==> config.mk <==
export PLATFORM = sky130hd
export DESIGN_NAME = sdbd_mul
export DESIGN_NICKNAME = d
export VERILOG_FILES = /design/src/rtl/core/sdbd_pkg.sv /design/src/rtl/core/sdbd_mul.sv
export SDC_FILE = /design/constraint.sdc
export NUM_CORES = 1
export LEC_CHECK = 0
export BUFFER_PORTS_ARGS = -buffer_cell sky130_fd_sc_hd__buf_2
export CORE_MARGIN = 5
export CORE_UTILIZATION = 50
export DETAILED_ROUTE_END_ITERATION = 8
export GPL_ROUTABILITY_DRIVEN = 0
export MAX_ROUTING_LAYER = met4
export PLACE_DENSITY = 0.8
export SYNTH_ARGS = -nofsm -noshare
export SYNTH_HDL_FRONTEND = slang
export SYNTH_SLANG_ARGS = --single-unit
==> constraint.sdc <==
create_clock -name clk -period 3.25 [get_ports clk]
set_input_delay 0.1625 -clock clk [delete_from_list [all_inputs] [get_ports clk]]
set_output_delay 0.1625 -clock clk [all_outputs]
set_load 0.02 [all_outputs]
==> src/rtl/core/sdbd_pkg.sv <==
// shared constants and types for the second derivative estimator
package sdbd_pkg;
  localparam int LANES       = 3;
  localparam int SAMPLE_BITS = 32;
  localparam int TIME_BITS   = 32;
  localparam int OUT_BITS    = 48;
  localparam int DEN_BITS    = 99;   // |f1|<2^32, |f2|<2^33, |f3|<2^33
  localparam int NUM_BITS    = 66;   // 2*num*|v|: 2^34 * 2^32
  localparam int QUO_BITS    = 66;
  localparam int ACC_BITS    = 72;
  localparam int CNT_BITS    = 7;
  localparam int MULA_BITS   = 34;

  typedef struct packed {
    logic                start;
    logic [NUM_BITS-1:0] num;
    logic [DEN_BITS-1:0] den;
  } div_req_t;
endpackage

==> src/rtl/core/sdbd_mul.sv <==
// bit-serial shift-and-add multiplier, one multiplier bit per cycle
module sdbd_mul import sdbd_pkg::*; (
  input  logic                  clk,
  input  logic                  rst_n,
  input  logic                  start,
  input  logic [MULA_BITS-1:0]  a,
  input  logic [DEN_BITS-1:0]   b,
  output logic                  done,
  output logic [DEN_BITS-1:0]   p
);
  logic [MULA_BITS-1:0] a_r, a_nxt;
  logic [DEN_BITS-1:0]  b_r, b_nxt, p_r, p_nxt;
  logic [CNT_BITS-1:0]  cnt_r, cnt_nxt;
  logic                 busy_r, busy_nxt, done_r, done_nxt;

  always_comb begin
    a_nxt = a_r; b_nxt = b_r; p_nxt = p_r; cnt_nxt = cnt_r;
    busy_nxt = busy_r; done_nxt = 1'b0;
    if (start) begin
      a_nxt = a; b_nxt = b; p_nxt = '0; busy_nxt = 1'b1;
      cnt_nxt = CNT_BITS'(MULA_BITS);
    end else if (busy_r) begin
      if (a_r[0]) p_nxt = p_r + b_r;
      a_nxt = a_r >> 1;
      b_nxt = b_r << 1;
      cnt_nxt = cnt_r - 1'b1;
      if (cnt_r == CNT_BITS'(1)) begin
        busy_nxt = 1'b0; done_nxt = 1'b1;
      end
    end
  end

  always_ff @(posedge clk) begin
    if (!rst_n) begin
      busy_r <= 1'b0; done_r <= 1'b0;
    end else begin
      busy_r <= busy_nxt; done_r <= done_nxt;
    end
    a_r <= a_nxt; b_r <= b_nxt; p_r <= p_nxt; cnt_r <= cnt_nxt;
  end

  assign done = done_r;
  assign p    = p_r;
endmodule

==> results.yml <==
status:
  status: "finished, final reports clean"
sta:
  drv_slew: 0
  setup_viol: 0
  worst_pin_slew_ns: 1.16
  fin_hold_ws_ns: 0.150
  period_share_pct: 98.8
  period_needed_ns: 3.21
  timing.slew.headroom_pct: 22.4
  fmax_mhz: 311
  clock_skew_ns: 0.0108
  rsz0062_at_grt: "yes"
  hold_violations: 0
  setup_tns_ns: 0
setup_path:
  path_common_cell: "o21ai_2"
  crit_arrival_ns: 3.65
  crit_chain: "ha_4 -> o21ai_1 -> o21ai_2 -> nand3_2 -> a2111o_1 -> a211oi_2 -> o211a_1 -> a41o_2 -> o21ai_2 -> o2111a_1 -> a221o_1"
  endpoint_kind: "flip-flop"
  start_kind: "flip-flop"
  startpoint: "b_r[2]"
  slowest_delay_ns: 0.46
  cpMaxStageDelayCell: "a2111o_1"
  required_ns: 3.69
  rr_startpoint: "b_r[2]"
  path_class: "flip-flop to flip-flop"
  reg2reg_slack_ns: 0.04
  crit_fanout: 3
synthesis:
  syn_inst: 1699
  synth_top_family_by_area: "compound AO/OA/AOI/OAI gates"
  synthArstFlopShare_pct: 0
  yosys.area.top_type: "edfxtp_1"
  yosysMostFrequentCell: "nand2_1"
  synth_xor_xnor_area_share_pct: 4.27
  synthMuxAreaShare_pct: 9.53
  yosysWarnings: 0
  yosysSeqAreaShare_pct: 39.5
  synthDistinctLibCells: 70
  synth_flop_cell: "edfxtp_1"
  synth_top_cell_area_share_pct: 25.6
  synth_compound_area_share_pct: 20.6
  synth_edf_count: 133
  synth-adder-area-share_pct: 8.16
  synth_area_leaders: "edfxtp_1 26%, dfxtp_1 14%, mux2_2 9.5%, ha_1 8.0%, a21oi_1 6.1%"
  synth_seq_cells: 241
  synth_nets: 1936
  synth_common_cells: "231 x nand2_1, 191 x a21oi_1, 133 x edfxtp_1"
  synth_simple_gate_area_share_pct: 14.9
  avgSynthCellArea_um2: 9.17
  syn-cell-area_mm2: 0.0156
placed_design:
  post_dp_cell_area_mm2: 0.0176
  dp.cells: 2331
  numPortBuffers: 235
  dp_hpwl_um: 33000
clock_tree:
  cts.clk_slew.worst_paths_ns: 0.06
  cts.sink_count: 241
  clk_latency_ns: 0.55
  cts.path.max_buffers: 3
  cts_tree: "done"
  htree_levels: 1
  cts_root_buffer: "clkbuf_16"
  numCtsBuffers: 28
drt:
  avgRoutedWirePerCell_um: 19.5
  drtPass1Iterations: 8
  post-route-drc-count: 0
  drt-initial-drc-count: 1323
  via_count: 15100
  wirelength_um: 49200
  vias_per_cell: 5.99
  antenna_left: 0
job:
  max-cap-violations: 0
floorplan:
  core_mm2: 0.0307
  initial_core_util_pct: 50.8
  die_width_um: 187
  row_count: 64
  die_area_mm2: 0.0348
  pin_count: 236
  die_y_um: 187
finish:
  drive_gt1_share_pct: 28.5
  design_area_mm2: 0.0204
  area_growth_pct: 31.0
  final_util_pct: 66.5
  finalNonFillerCells: 2526
  nets: 2344
global_routing:
  grt_pass1_vias: 15000
  grt_max_degree: 80
  grt_pass1_wl_um: 77500
  grt.overflow.total: 0
  antenna_found_initial: 1
  track_usage_pct: 27.1
pwr:
  p_leak_nw: 8.70
  p_per_area_mw_per_mm2: 484
  vdd_drop_max_uv: 399
hold_path:
  hp-class: "input pin to flip-flop"
  hp-start: "start"
==> metal layers <==
layer	vias to the layer above	share of wire (%)	track usage, %
li1	7087	-	-
met1	7128	40	33.8
met2	743	47	44.5
met3	174	8.4	4.86
met4	0	4.6	9.64
met5	-	0	-
==> cell families (layout without fill, tap and decap cells) <==
family                   count (synthesis)  in the layout
flip-flops                             241            241
multiplexers                           132            132
buffers and inverters                  124            554
AO/OA/AOI/OAI                          518            518
other                                    0              1
adder cells (fa/ha/maj)                101            101
AND/OR/NAND/NOR                        507            507
XOR/XNOR                                76             76
==> cell type report <==
| type | count | area (µm²) |
|---|---|---|
| Antenna cell | 1 | 2.50 |
| Clock buffer | 43 | 810 |
| Clock inverter | 9 | 101 |
| Fill cell | 2360 | 10300 |
| Inverter | 30 | 113 |
| Multi-Input combinational cell | 1334 | 9400 |
| Sequential cell | 241 | 6160 |
| Tap cell | 396 | 495 |
| Timing Repair Buffer | 472 | 3330 |
==> placed cells by master, fill, tap and decap left out, types with 9 or more instances in the layout <==
cell,count
or3_1,14
a21oi_2,19
a21o_1,59
mux2_2,131
dlygate4sd3_1,134
nor2_1,94
nand3_1,19
xor2_1,37
ha_4,9
edfxtp_1,133
nor2b_1,10
clkbuf_1,12
clkbuf_16,30
buf_4,100
o21ai_1,10
xnor2_1,38
o21a_1,19
o211ai_1,15
nand4_1,52
inv_1,30
nor3_1,29
ha_2,10
a21oi_1,174
o21bai_1,25
ha_1,81
o21ai_0,102
buf_2,234
nand2_1,229
dfxtp_1,107
==> worst paths after layout <==
check | cells after the start | end
setup / recovery | 11 | p[91]
setup reg to reg | 11 | p[91]
hold reg to reg | 2 | p[59]
hold / removal | 2 | p[23]
==> registers in the layout, indices dropped and copies added (netlist names) <==
| signal | count |
|---|---|
| busy_r | 1 |
| cnt_r | 7 |
| done | 1 |
| a_r | 34 |
| b_r | 99 |
| p | 99 |
==> critical path, delay by kind of cell (launching register included) <==
family | cells | cell delay [ns]
and+or+nand+nor | 1 | 0.13
adders and majority gates | 1 | 0.32
DFF | 1 | 0.45
AOI/OAI and AO/OA | 9 | 2.19
==> metrics by stage <==
step / worst slack, ns / power, mW
finish: 0.0377 / 9.88
global route: -0.0387 / 10.3
CTS: 0.00238 / 9.71
detailed placement: -0.130 / 6.40
global placement: -0.0767 / 6.33
floorplan: 0.0758 / 5.56
==> timing repair <==
item	4_1_cts	5_1_grt
hold buffers	134	0
buffers inserted	4	4
gates resized for setup	8	89
pin swaps	8	27
endpoints found under the hold margin	135	0
endpoints found under the setup margin	23	48
==> power breakdown <==
part           switching (mW)  internal (mW)
sequential              0.210           3.56
combinational            1.68           1.26
clock                    1.30           1.87
(Power assumes the default switching activity.)
