`config.mk`:
```
export PLATFORM = sky130hd
export DESIGN_NAME = sdbd_div
export DESIGN_NICKNAME = d
export VERILOG_FILES = /design/src/rtl/core/sdbd_pkg.sv /design/src/rtl/core/sdbd_div.sv
export SDC_FILE = /design/constraint.sdc
export NUM_CORES = 1
export LEC_CHECK = 0
export ABC_AREA = 1
export BUFFER_PORTS_ARGS = -buffer_cell sky130_fd_sc_hd__buf_2
export CORE_MARGIN = 2
export CORE_UTILIZATION = 35
export CTS_BUF_LIST = sky130_fd_sc_hd__clkbuf_8
export DETAILED_ROUTE_END_ITERATION = 10
export GPL_TIMING_DRIVEN = 0
export HOLD_SLACK_MARGIN = 0.06
export PLACE_DENSITY = 0.48
export SYNTH_ARGS = -nofsm -noshare
export SYNTH_HDL_FRONTEND = slang
export SYNTH_SLANG_ARGS = --single-unit
export TNS_END_PERCENT = 1
```
`constraint.sdc`:
```
create_clock -name clk -period 4.17 [get_ports clk]
set_input_delay 0.2085 -clock clk [delete_from_list [all_inputs] [get_ports clk]]
set_output_delay 0.2085 -clock clk [all_outputs]
set_load 0.02 [all_outputs]
```
`src/rtl/core/sdbd_pkg.sv`:
```
// shared constants and types for the second derivative estimator
package sdbd_pkg;
  localparam int LANES       = 3;
  localparam int SAMPLE_BITS = 32;
  localparam int TIME_BITS   = 32;
  localparam int OUT_BITS    = 48;
  localparam int DEN_BITS    = 99;   // |f1|<2^32, |f2|<2^33, |f3|<2^33
  localparam int NUM_BITS    = 66;   // 2*num*|v|: 2^34 * 2^32
  localparam int QUO_BITS    = 66;
  localparam int ACC_BITS    = 72;
  localparam int CNT_BITS    = 7;
  localparam int MULA_BITS   = 34;

  typedef struct packed {
    logic                start;
    logic [NUM_BITS-1:0] num;
    logic [DEN_BITS-1:0] den;
  } div_req_t;
endpackage

```
`src/rtl/core/sdbd_div.sv`:
```
// restoring divider, one quotient bit per cycle
module sdbd_div import sdbd_pkg::*; (
  input  logic                 clk,
  input  logic                 rst_n,
  input  div_req_t             req,
  output logic                 done,
  output logic [QUO_BITS-1:0]  quo
);
  logic [NUM_BITS-1:0] n_r, n_nxt;
  logic [DEN_BITS-1:0] d_r, d_nxt;
  logic [DEN_BITS:0]   r_r, r_nxt, sh;
  logic [QUO_BITS-1:0] q_r, q_nxt;
  logic [CNT_BITS-1:0] cnt_r, cnt_nxt;
  logic                busy_r, busy_nxt, done_r, done_nxt;

  always_comb begin
    n_nxt = n_r; d_nxt = d_r; r_nxt = r_r; q_nxt = q_r; cnt_nxt = cnt_r;
    busy_nxt = busy_r; done_nxt = 1'b0;
    sh = {r_r[DEN_BITS-1:0], n_r[NUM_BITS-1]};
    if (req.start) begin
      n_nxt = req.num; d_nxt = req.den; r_nxt = '0; q_nxt = '0;
      busy_nxt = 1'b1; cnt_nxt = CNT_BITS'(NUM_BITS);
    end else if (busy_r) begin
      n_nxt = n_r << 1;
      if (sh >= {1'b0, d_r}) begin
        r_nxt = sh - {1'b0, d_r};
        q_nxt = {q_r[QUO_BITS-2:0], 1'b1};
      end else begin
        r_nxt = sh;
        q_nxt = {q_r[QUO_BITS-2:0], 1'b0};
      end
      cnt_nxt = cnt_r - 1'b1;
      if (cnt_r == CNT_BITS'(1)) begin
        busy_nxt = 1'b0; done_nxt = 1'b1;
      end
    end
  end

  always_ff @(posedge clk) begin
    if (!rst_n) begin
      busy_r <= 1'b0; done_r <= 1'b0;
    end else begin
      busy_r <= busy_nxt; done_r <= done_nxt;
    end
    n_r <= n_nxt; d_r <= d_nxt; r_r <= r_nxt; q_r <= q_nxt; cnt_r <= cnt_nxt;
  end

  assign done = done_r;
  assign quo  = q_r;
endmodule

```
==> results.py, run 1 <==
metrics = {
    "floorplanning": {
        "die_y_um": 261,
        "die_area_sq_um": 68400,
        "num_rows": 94,
        "start_util_pct": 35.3,
        "io_pins": 235,
        "dieWidth_um": 261,
        "coreArea_sq_um": 65700,
    },
    "clock_tree": {
        "clk-insertion-delay-late_ns": 0.73,
        "clock_path_buffers": 3,
        "h-tree-depth": 2,
        "cts.clk_slew.worst_paths_ns": 0.06,
        "cts_setup_buffers": 0,
        "numCtsBuffers": 60,
        "root_buffer": "clkbuf_8",
        "cts_sinks": 339,
        "cts_tree": "yes",
    },
    "sta": {
        "period_needed_ns": 3.95,
        "hold_viol": 0,
        "slew_violations": 0,
        "hold_slack_ns": 0.194,
        "fin_worst_skew_ns": 0.0825,
        "worst_pin_slew_ns": 1.18,
        "layout_setup_ws_ns": 0.218,
        "setup_violations": 0,
        "max_freq_mhz": 253,
        "fin_crit_sh_pct": 94.8,
        "relSlewSlack_pct": 21.5,
        "grt_setup_unrepaired": "false",
        "tns_ns": 0,
    },
    "worst_setup_path": {
        "crit_top_cell": "nand2_1",
        "path_max_fanout": 10,
        "r2r_start": "n_r[65]",
        "path_cells": "inv_1 > ha_1 > fa_1 > inv_1 > nand2_1 > nand2_1 > and2_1 > nand2_1 > nand3_2 > nand2_1 > nand2_1 > nand2_2 > nand3_2 > buf_2 > nand3_1 > nand2_1 > nand2_1",
        "rr_worst_depth": 17,
        "worstPathRequired_ns": 4.72,
        "r2r_slack_ns": 0.22,
        "path_class": "register to register",
        "critPathSlowestCell": "nand3_2",
        "slowest_delay_ns": 0.44,
        "critical_path_arrival_ns": 4.50,
        "start_kind": "register",
        "cp-end-kind": "register",
        "worst_r2r_endpoint": "r_r[91]",
    },
    "logic_synthesis": {
        "syn_nets": 3950,
        "synth_top_cell_by_area": "nand2_1",
        "ys_types": 36,
        "synth_most_common_cell": "nand2_1",
        "yosysTopAreaCellShare_pct": 25.2,
        "ys_seq_elements": 339,
        "ys_async_sr_fraction_pct": 0,
        "netlist_instances": 3680,
        "synth_common_cells": "1559 x nand2_1, 760 x inv_1, 227 x nor2_1",
        "synth_area_per_cell_sq_um": 6.30,
        "yosysSeqAreaShare_pct": 36.4,
        "synth_area_sq_um": 23200,
        "ys.warnings.count": 0,
        "synth_top_flop_cell": "dfxtp_1",
        "yosys-top-cells-area": "nand2_1 25%, edfxtp_1 21%, dfxtp_1 15%",
        "synth_edf_count": 165,
    },
    "grt": {
        "grt_pass1_wl_um": 131000,
        "grt_util_all_layers_pct": 25.5,
        "antenna_found_initial": 2,
        "first_global_vias": 22300,
        "grt_max_degree": 65,
        "grt-ovfl-total": 0,
    },
    "detailed_routing": {
        "drt_pre_antenna_iters": 8,
        "drtIter0Drc": 1652,
        "drtAntennaViolNets": 0,
        "finalWirelength_um": 87900,
        "routed-via-count": 23500,
        "wl_per_cell_um": 17.4,
        "drc": 2,
        "vias_per_cell": 4.64,
    },
    "worst_hold_path": {
        "hold_depth": 2,
        "holdCritStartpoint": "req[13]",
        "min_to": "d_r[13]",
        "hold_path.class": "primary input to register",
    },
    "status": {
        "status": "finished with violations",
        "violations": "design-rule violations",
    },
    "cells_and_area": {
        "drive_above_1_share_pct": 9.44,
        "syn_to_final_growth_pct": 22.9,
        "nets": 4415,
        "final_area_sq_um": 28500,
    },
    "power": {
        "p_leak_uw": 0.0153,
        "ir_worst_vdd_uv": 260,
        "power_density_nw_per_um2": 281,
    },
    "placed_design": {
        "numPortBuffers": 234,
        "place_ws_ns": 0.163,
        "post-dp-hpwl_um": 71300,
        "place_congestion": 1.04,
        "dpl_cell_area_sq_um": 25500,
    },
    "run": {
        "maxCapViolCount": 0,
    },
}
[sequential cells by signal (all words and copies together) (netlist names)]
signal  cells
done        1
quo        66
n_r        66
r_r        99
d_r        99
busy_r      1
cnt_r       7
[through the flow]
stage               utilization (%)  cells  total power (uW)
floorplan                         -   3680              4260
global placement               38.7   4778              4570
detailed placement             38.8   4780              4570
CTS                            43.4   5061              8140
global route                   43.4   5063              8410
finish                         43.4   5064              8010
[worst max-delay path, delay by kind of cell, from the launching register on]
family	cells	cell delay, ns
DFF	1	0.35
and+or+nand+nor	12	2.09
buffers and inverters	3	0.69
adders and majority gates	2	0.66
[routing by layer]
layer,up-vias,share of wire (%),global-route usage [%]
li1,12100,-,-
met1,10600,46,35.2
met2,656,44,41.1
met3,117,6.3,3.65
met4,0,2.9,7.56
met5,-,0,0
[cell type report]
cell class | instances | area (sq um)
multi-input combinational | 2463 | 11400
timing repair buffer | 403 | 2900
clock inverter | 41 | 322
clock buffer | 73 | 1000
sequential | 339 | 8440
inverter | 793 | 2980
tap | 864 | 1080
fill | 7224 | 37200
antenna | 3 | 7.51
buffer | 85 | 369
[timing repair]
| item | 4_1_cts | 5_1_grt |
|---|---|---|
| hold endpoints to repair | 184 | 0 |
| hold buffers | 167 | 0 |
| resized for setup | 0 | 1 |
| endpoints found under the setup margin | 0 | 2 |
[worst max path at each step]
| stage | from | to | slack (ns) | cells past startpoint |
|---|---|---|---|---|
| after floorplan | req[165] | n_r[0] | 1.06 | 4 |
| after global placement | req[165] | n_r[41] | -2.29 | 5 |
| after detailed placement | n_r[65] | r_r[31] | 0.16 | 18 |
| after CTS | n_r[65] | r_r[31] | 0.14 | 18 |
| after global routing | n_r[65] | r_r[91] | 0.08 | 17 |
| final | n_r[65] | r_r[91] | 0.22 | 17 |
[cell families after synthesis]
kind of cell / after synthesis / synth area share [%]
AO/OA/AOI/OAI: 182 / 4.52
XOR/XNOR: 53 / 2.00
flip-flops: 339 / 36.4
buffers and inverters: 878 / 14.4
adder cells (fa/ha/maj): 102 / 5.53
AND/OR/NAND/NOR: 2126 / 37.2
[power by group]
group | internal [uW] | switching [uW]
clock | 1900 | 1480
sequential | 3670 | 42.6
combinational | 358 | 557
[cell usage in the layout (no fill, tap or decap), drive strengths merged, types with 5 or more instances in the layout]
master,instances
clkinv,11
buf,269
nand3b,16
inv,817
dlygate4sd3,167
dfxtp,174
ha,101
xor2,6
and2,5
clkbuf,125
nor3,25
nand4,91
nand2,1561
nor4,5
edfxtp,165
o21ai,19
a21oi,77
a21boi,5
nor2,237
bufinv,5
o22ai,64
xnor2,47
o21bai,15
nand3,186
No activity file was read; power rests on OpenSTA's default activity.
==> inputs of run 2 (changes only) <==
- CORE_UTILIZATION: 35 -> 48
- PLACE_DENSITY: 0.48 -> 0.63
==> run 2 against run 1 <==
  * The flow now finishes without violations
  * Via count is 1.5% higher
  * Global-route usage is 7.9 points higher
  * Flip-flop and latch count stayed put
  * Setup slack worse by 0.018 ns
  * Critical path type unchanged
  * Register-to-register slack worse by 0.02 ns
  * Final cell count is 5.2% lower
  * Non-clock buffer count stayed put
  * Sequential power hardly changed
  * Largest power group unchanged
  * Routed wire length is 4.8% lower
  * Largest cell class unchanged
  * Worst hold slack worse by 0.0051 ns
==> results.py, run 2 (synthesized netlist as in run 1, its figures left out) <==
metrics = {
    "detailed_routing": {
        "drc": 0,
        "drtAntennaViolNets": 0,
        "drt_pre_antenna_iters": 6,
        "wl_per_cell_um": 17.4,
        "drtIter0Drc": 1987,
        "vias_per_cell": 4.96,
        "finalWirelength_um": 83700,
        "routed-via-count": 23800,
    },
    "grt": {
        "first_global_vias": 22600,
        "grt_util_all_layers_pct": 33.4,
        "grt-ovfl-total": 0,
        "grt_max_degree": 70,
        "grt_pass1_wl_um": 127000,
        "antenna_found_initial": 2,
    },
    "floorplanning": {
        "coreArea_sq_um": 47700,
        "die_area_sq_um": 50100,
        "io_pins": 235,
        "die_y_um": 224,
        "dieWidth_um": 224,
        "start_util_pct": 48.6,
        "num_rows": 80,
    },
    "cells_and_area": {
        "diodes": 0,
        "reg_top3": "d_r: 99 flops, r_r: 99 flops",
        "final_common_cell": "nand2_1",
        "syn_to_final_growth_pct": 20.2,
        "nets": 4411,
        "final_area_sq_um": 27900,
        "final_cell_mix": "1559 x nand2_1, 782 x inv_1, 255 x buf_2",
        "drive_above_1_share_pct": 9.15,
    },
    "sta": {
        "tns_ns": 0,
        "max_freq_mhz": 252,
        "grt_setup_unrepaired": "false",
        "fin_crit_sh_pct": 95.2,
        "period_needed_ns": 3.97,
        "setup_violations": 0,
        "fin_worst_skew_ns": 0.0885,
        "worst_pin_slew_ns": 1.13,
        "relSlewSlack_pct": 24.9,
        "slew_violations": 0,
        "hold_viol": 0,
    },
    "clock_tree": {
        "cts.repair.resized": 0,
        "cts_sinks": 339,
        "h-tree-depth": 2,
        "root_buffer": "clkbuf_8",
        "cts_tree": "yes",
        "numCtsBuffers": 56,
        "cts.clk_slew.worst_paths_ns": 0.06,
        "clk-insertion-delay-late_ns": 0.73,
        "clock_path_buffers": 3,
    },
    "worst_setup_path": {
        "start_kind": "register",
        "critical_path_arrival_ns": 4.51,
        "cp-end-kind": "register",
        "rr_worst_depth": 17,
        "worstPathRequired_ns": 4.71,
        "path_max_fanout": 10,
        "path_class": "register to register",
    },
    "worst_hold_path": {
        "hold_depth": 2,
        "hold_path.class": "primary input to register",
    },
    "power": {
        "power_density_nw_per_um2": 264,
        "finalPower_uw": 7370,
        "p_leak_uw": 0.0152,
        "ir_worst_vdd_uv": 261,
    },
    "placed_design": {
        "post-dp-hpwl_um": 66500,
        "numPortBuffers": 234,
        "place_congestion": 1.04,
        "dpl_cell_area_sq_um": 25200,
    },
    "run": {
        "maxCapViolCount": 0,
    },
    "status": {
        "status": "finished, final reports clean",
    },
}
==> run 2: area by class of cell <==
cell class,instances,area (sq um)
Timing Repair Buffer,403,2900
Tap cell,615,769
Sequential cell,339,8440
Clock buffer,58,798
Multi-Input combinational cell,2463,11400
Inverter,793,2980
Clock inverter,46,221
Fill cell,4796,19900
Buffer,85,369
==> run 2: worst paths after layout <==
kind | from | endpoint | slack [ns]
max | d_r[47] | r_r[44] | 0.20
min | req[9] | d_r[9] | 0.19
max reg2reg | d_r[47] | r_r[44] | 0.20
min reg2reg | quo[65] | quo[65] | 0.46
==> run 2: repair_timing <==
item                                   CTS  global route
setup buffers                            0             0
hold buffers                           167             0
endpoints found under the hold margin  169             0
==> run 2: worst max-delay path: stages (launching register included) <==
cell      delay [ns]
edfxtp_1        0.32
inv_1           0.05
ha_1            0.35
nand2_1         0.15
inv_2           0.04
nand2_1         0.05
nand2_1         0.07
a21oi_1         0.35
nand2_1         0.13
nand2_1         0.07
nand2_1         0.15
a21oi_2         0.40
nand3_2         0.50
nand2_2         0.50
buf_2           0.43
nand2_1         0.09
nand2_1         0.07
nand2_1         0.04
==> run 2: through the flow <==
step	hold WS, ns	instances	util [%]	setup WS [ns]
after floorplan	0.307	3680	-	1.06
after global placement	0.385	4529	52.7	-2.05
after detailed placement	0.387	4531	52.8	0.339
after CTS	0.139	4802	58.4	0.281
after global routing	0.177	4802	58.4	0.0957
final	0.189	4802	58.4	0.200
==> run 2: power breakdown <==
group	leakage, uW	internal [uW]	switching, uW
logic	0.0115	358	550
registers	0.00305	3670	44.1
clock network	0.000608	1310	1440
total	0.0152	5330	2030
==> run 2: layer usage <==
metal / part of all wire [%] / global-route usage [%]
met1: 45 / 45.5
met5: 0 / 0
met4: 4.0 / 13.0
met3: 8.0 / 6.19
met2: 43 / 52.6
